<file path="config.mk">
export PLATFORM = sky130hd
export DESIGN_NAME = drst_slot_match
export DESIGN_NICKNAME = d
export VERILOG_FILES = /design/src/design/drst_pkg.sv /design/src/design/drst_slot_match.sv
export SDC_FILE = /design/constraint.sdc
export NUM_CORES = 1
export LEC_CHECK = 0
export BUFFER_PORTS_ARGS = -buffer_cell sky130_fd_sc_hd__clkbuf_2
export CAP_MARGIN = 30
export CORE_MARGIN = 4
export CORE_UTILIZATION = 42
export DETAILED_ROUTE_END_ITERATION = 16
export GPL_TIMING_DRIVEN = 1
export PLACE_DENSITY = 0.95
export SLEW_MARGIN = 20
export SYNTH_ARGS = -nofsm -noshare
export SYNTH_HDL_FRONTEND = slang
export SYNTH_SLANG_ARGS = --single-unit
</file>
<file path="constraint.sdc">
create_clock -name vclk -period 4.7
set_input_delay 0.235 -clock vclk [all_inputs]
set_output_delay 0.235 -clock vclk [all_outputs]
set_load 0.01 [all_outputs]
</file>
<file path="src/design/drst_pkg.sv">
package drst_pkg;

   typedef enum logic [2:0] {
      OP_ADD      = 3'd0,
      OP_VALIDATE = 3'd1,
      OP_CLEAR    = 3'd2,
      OP_TAKE     = 3'd3,
      OP_PEEK     = 3'd4,
      OP_QUERY    = 3'd5
   } opcode_type;

   typedef enum logic [1:0] {
      ST_CLEAR,
      ST_IDLE,
      ST_SCAN,
      ST_RESP
   } state_type;

   typedef struct packed {
      logic free;
      logic owner_hit;
      logic overlap;
   } match_type;

endpackage

</file>
<file path="src/design/drst_slot_match.sv">
module drst_slot_match #(
   parameter int OWNER_BITS = 32,
   parameter int COORD_BITS = 16
) (
   input  logic                         slot_used,
   input  logic [OWNER_BITS-1:0]        slot_owner,
   input  logic signed [COORD_BITS-1:0] slot_left,
   input  logic signed [COORD_BITS-1:0] slot_top,
   input  logic signed [COORD_BITS-1:0] slot_right,
   input  logic signed [COORD_BITS-1:0] slot_bottom,
   input  logic [OWNER_BITS-1:0]        req_owner,
   input  logic signed [COORD_BITS-1:0] req_left,
   input  logic signed [COORD_BITS-1:0] req_top,
   input  logic signed [COORD_BITS-1:0] req_right,
   input  logic signed [COORD_BITS-1:0] req_bottom,
   output drst_pkg::match_type          match
);

   import drst_pkg::*;

   logic apart;

   always_comb begin
      apart = (req_right <= slot_left) || (req_left >= slot_right) ||
              (req_bottom <= slot_top) || (req_top >= slot_bottom);
      match.free      = !slot_used;
      match.owner_hit = slot_used && (slot_owner == req_owner);
      match.overlap   = !apart;
   end

endmodule

</file>
# After elaboration in Yosys (flattened, before gate mapping)
# Index checks and enable logic that the tools add are counted.
[totals]
reg_bits = 0
input_bits = 193
output_inout_bits = 3
word_cells = 11
[classes]
n_lt_le_gt_ge = 4
n_eq_ne = 1
n_reduce_logical = 6
[op_table]
columns = ["cell", "n"]
rows = [
  ["$eq 32x32->1", 1],
  ["$ge 16x16->1", 2],
  ["$le 16x16->1", 2],
  ["$logic_or 1x1->1", 3],
  ["$logic_not 1->1", 2],
  ["$logic_and 1x1->1", 1],
]

# Depth between registers and ports, before layout
[logic_depth]
depth_word = 5
ltp_mapped = 8
mapped_depth_nobuf = 8

# Worst setup path after synthesis
# No wires, ideal clock.
[synth_timing]
path_kind = "in2out"
from = "input slot_bottom[13]"
to = "output match[0] in the netlist's numbering"
arrival_ps = 1897
required_ps = 4465
setup_slack_ps = 2568
cell_stages = 8
n_path_buf = 0
path_cell_list = "inv_1 ha_1 a21o_1 a31oi_1 o31ai_1 a211oi_1 mux2_4 nor4_2"
[synth_lines]
columns = ["item", "line_no", "rtl"]
rows = [
  ["start, declared", "drst_slot_match.sv:10", "input logic signed [COORD_BITS-1:0] slot_bottom,"],
  ["end, declared", "drst_slot_match.sv:16", "output drst_pkg::match_type match"],
]

==> impl_results.md <==
* Iter 0 DRT Violations at 34
* Die X at 77.4 um
* Fin nets at between 700 and 800
* Commonest non-fill, non-tap cells in the layout: clkbuf_2 (196), inv_1 (68), ha_1 (64)
* Total grt overflow at 0
* Adder-cell share of the synthesized area at slightly below 40%
* Min cycle time layout at 2400 ps
* Power Density at between 80 and 90 nW/um2
* Sequential cell area fraction in the yosys report at 0%
* Xor and xnor area share after synthesis at between 10% and 20%
* Routed Antenna Nets at 0
* Row count at 24
* Compound-Gate Fraction of Synth Area at between 15 and 20%
* Per-cell routed wire length at around 13 um
* Cts hold-fix bufs at 0
* Inst Count DP at approximately 520
* Synth Instances at between 200 and 300
* Die height at roughly 77 um
* Worst IR Drop VDD at approximately 53 uV
* Top Ports at 196
* Commonest non-fill, non-tap cell in the layout: clkbuf_2
* WP data required at approximately 4500 ps
* Status: complete, no violations
* Clkbuf count at 0
* Tcrit/Tclk final at 51.0%
* Main combinational cell family by area after synthesis: adder cells
* I/O Buffers at roughly 200
* FFs & Latches at 0
* Crit-path max cell delay at between 300 and 400 ps
* Worst path slowest cell: mux2_4
* Initial antenna violation count at 0
* CP endpoint kind: primary output
* Placement Cell Area at about 3100 um2
* Hold_sp: slot_used
* Initial core utilization at between 40 and 50%
* Resized Gates After CTS at 0
* Mux cell area share after synthesis at between 1.5 and 2%
* Multi-input logic area at 1770 um2
* Post-DR vias/cell at between 4 and 5
* Fmax at approximately 0.42 GHz
* Synth unique cells at 33
* DPL Wire Length at between 6000 and 7000 um
* GRT Resource Usage Total at between 20% and 30%
* Final Hold Viols at 0
* Critical path type: input port to primary output
* Slew headroom at between 70% and 80%
* Diode count at 0
* Die ar. at between 5000 and 6000 um2
* Setup violators final at 0
* RSZ-0062 raised after global routing: false
* Slew Limit Fails at 0
* Largest net degree at the start of global routing at 5
* Drt total wl at 6760 um
* DRC at 0
* Met1 GRT Util at 24.2%
* Post-CTS Setup Inserts at 0
* Number of global-route vias before repair at between 2,000 and 3,000
* Avg Inst Size Synth at 7.35 um2
* First-pass GRT wire length at roughly 11,000 um
* Syn Std Cell Area at roughly 2000 um2
* Leakage at around 2.0 nW
* Synth Area in Simple Gates at 14.8%
* Syn nets at ~530
* DR pass1 iterations at 4
* Setup TNS at 0 ps
* # fillers at 357
* Yosys warning count at 0
* Most Crowded Layer GR: met2
* Max_cap viols at 0
* CP Launch Type: input port
* Met2 Use GR at between 40% and 50%
* Area growth syn-to-layout at 51.7%
* Most frequent CP cell: clkbuf_2
* Core footprint at roughly 4500 um2
* Worst-path maximum fanout at 2
* RePlAce Congestion at between 0.8 and 0.9
* Fin cells at between 500 and 600
* Cell Chain, Critical Path: clkbuf_2 > inv_1 > ha_1 > a21o_1 > a31oi_1 > o31ai_1 > a211oi_1 > mux2_4 > nor4_2 > clkbuf_2
* CP startpoint: slot_bottom[13]
* Final hold slack at ~700 ps
* FF+latch area at 0 um2
* Layout cells sized above 1 at between 40% and 50%
* Tightest Pin Transition at about 410 ps
* Met3 Track Usage GR at under 10%
* Critical Path Sink: match[0]
* Vias at roughly 2,600
* Crit path DAT at 2160 ps
* Cell area after layout at 3070 um2
* Hold Crit Class: input port to primary output
==> synth_stat cells (4+ instances only) <==
cell type  instances  area share, %
a211oi_1           4            1.5
o21ai_0            5            1.2
nor2_1             4           0.74
xor2_1             4            1.7
ha_1              64             40
nor4_1             4            1.2
inv_1             68             13
a21o_1             8            3.0
nand4_1           15            4.6
nand2_1           15            2.8
a21oi_1           23            5.7
xnor2_1           28             12
==> per-layer routing <==
layer	part of all wire (%)	up-vias	wire, um
li1	-	1348	-
met1	37	1105	2530
met2	53	107	3600
met3	7.1	16	480
met4	2.3	0	157
met5	0	-	0
==> how the worst min path moves through the flow <==
stage                          end  slack, ps  depth (start not counted)
after floorplan           match[2]        510                          1
after global placement    match[2]        710                          3
after detailed placement  match[2]        720                          3
after CTS                 match[2]        720                          3
after global routing      match[2]        730                          3
final                     match[2]        720                          3
==> critical path, delay by kind of cell <==
kind / cells / cell delay, ps
AOI/OAI and AO/OA: 4 / 760
muxes: 1 / 340
adders and majority gates: 1 / 300
buffers and inverters: 3 / 280
and+or+nand+nor: 1 / 250
==> cell families after synthesis <==
| kind of cell | Yosys count |
|---|---|
| buffers and inverters | 68 |
| adders and majority gates | 64 |
| AOI/OAI and AO/OA | 56 |
| and+or+nand+nor | 52 |
| xor gates and xnor gates | 32 |
| muxes | 3 |
==> power by group <==
part | leakage (nW) | internal (W) | switching [W]
Combinational | 1.97 | 0.000137 | 0.000110
Clock | 0 | 0 | 0
Sequential | 0 | 0 | 0
==> final cells by class <==
cell class	count	area share, %
timing repair buffer	196	32.0
multi-input combinational	207	57.6
inverter	68	8.32
tap	52	2.12
==> through the flow <==
stage | total power [W] | utilization, % | worst slack [ps]
finish | 0.000247 | 68.1 | 2300
global route | 0.000283 | 68.1 | 2160
CTS | 0.000249 | 68.1 | 2310
detailed placement | 0.000247 | 68.1 | 2310
global placement | 0.000235 | 68.1 | 2360
floorplan | 0.000131 | - | 2570
Power figures use the tool's default switching activity.
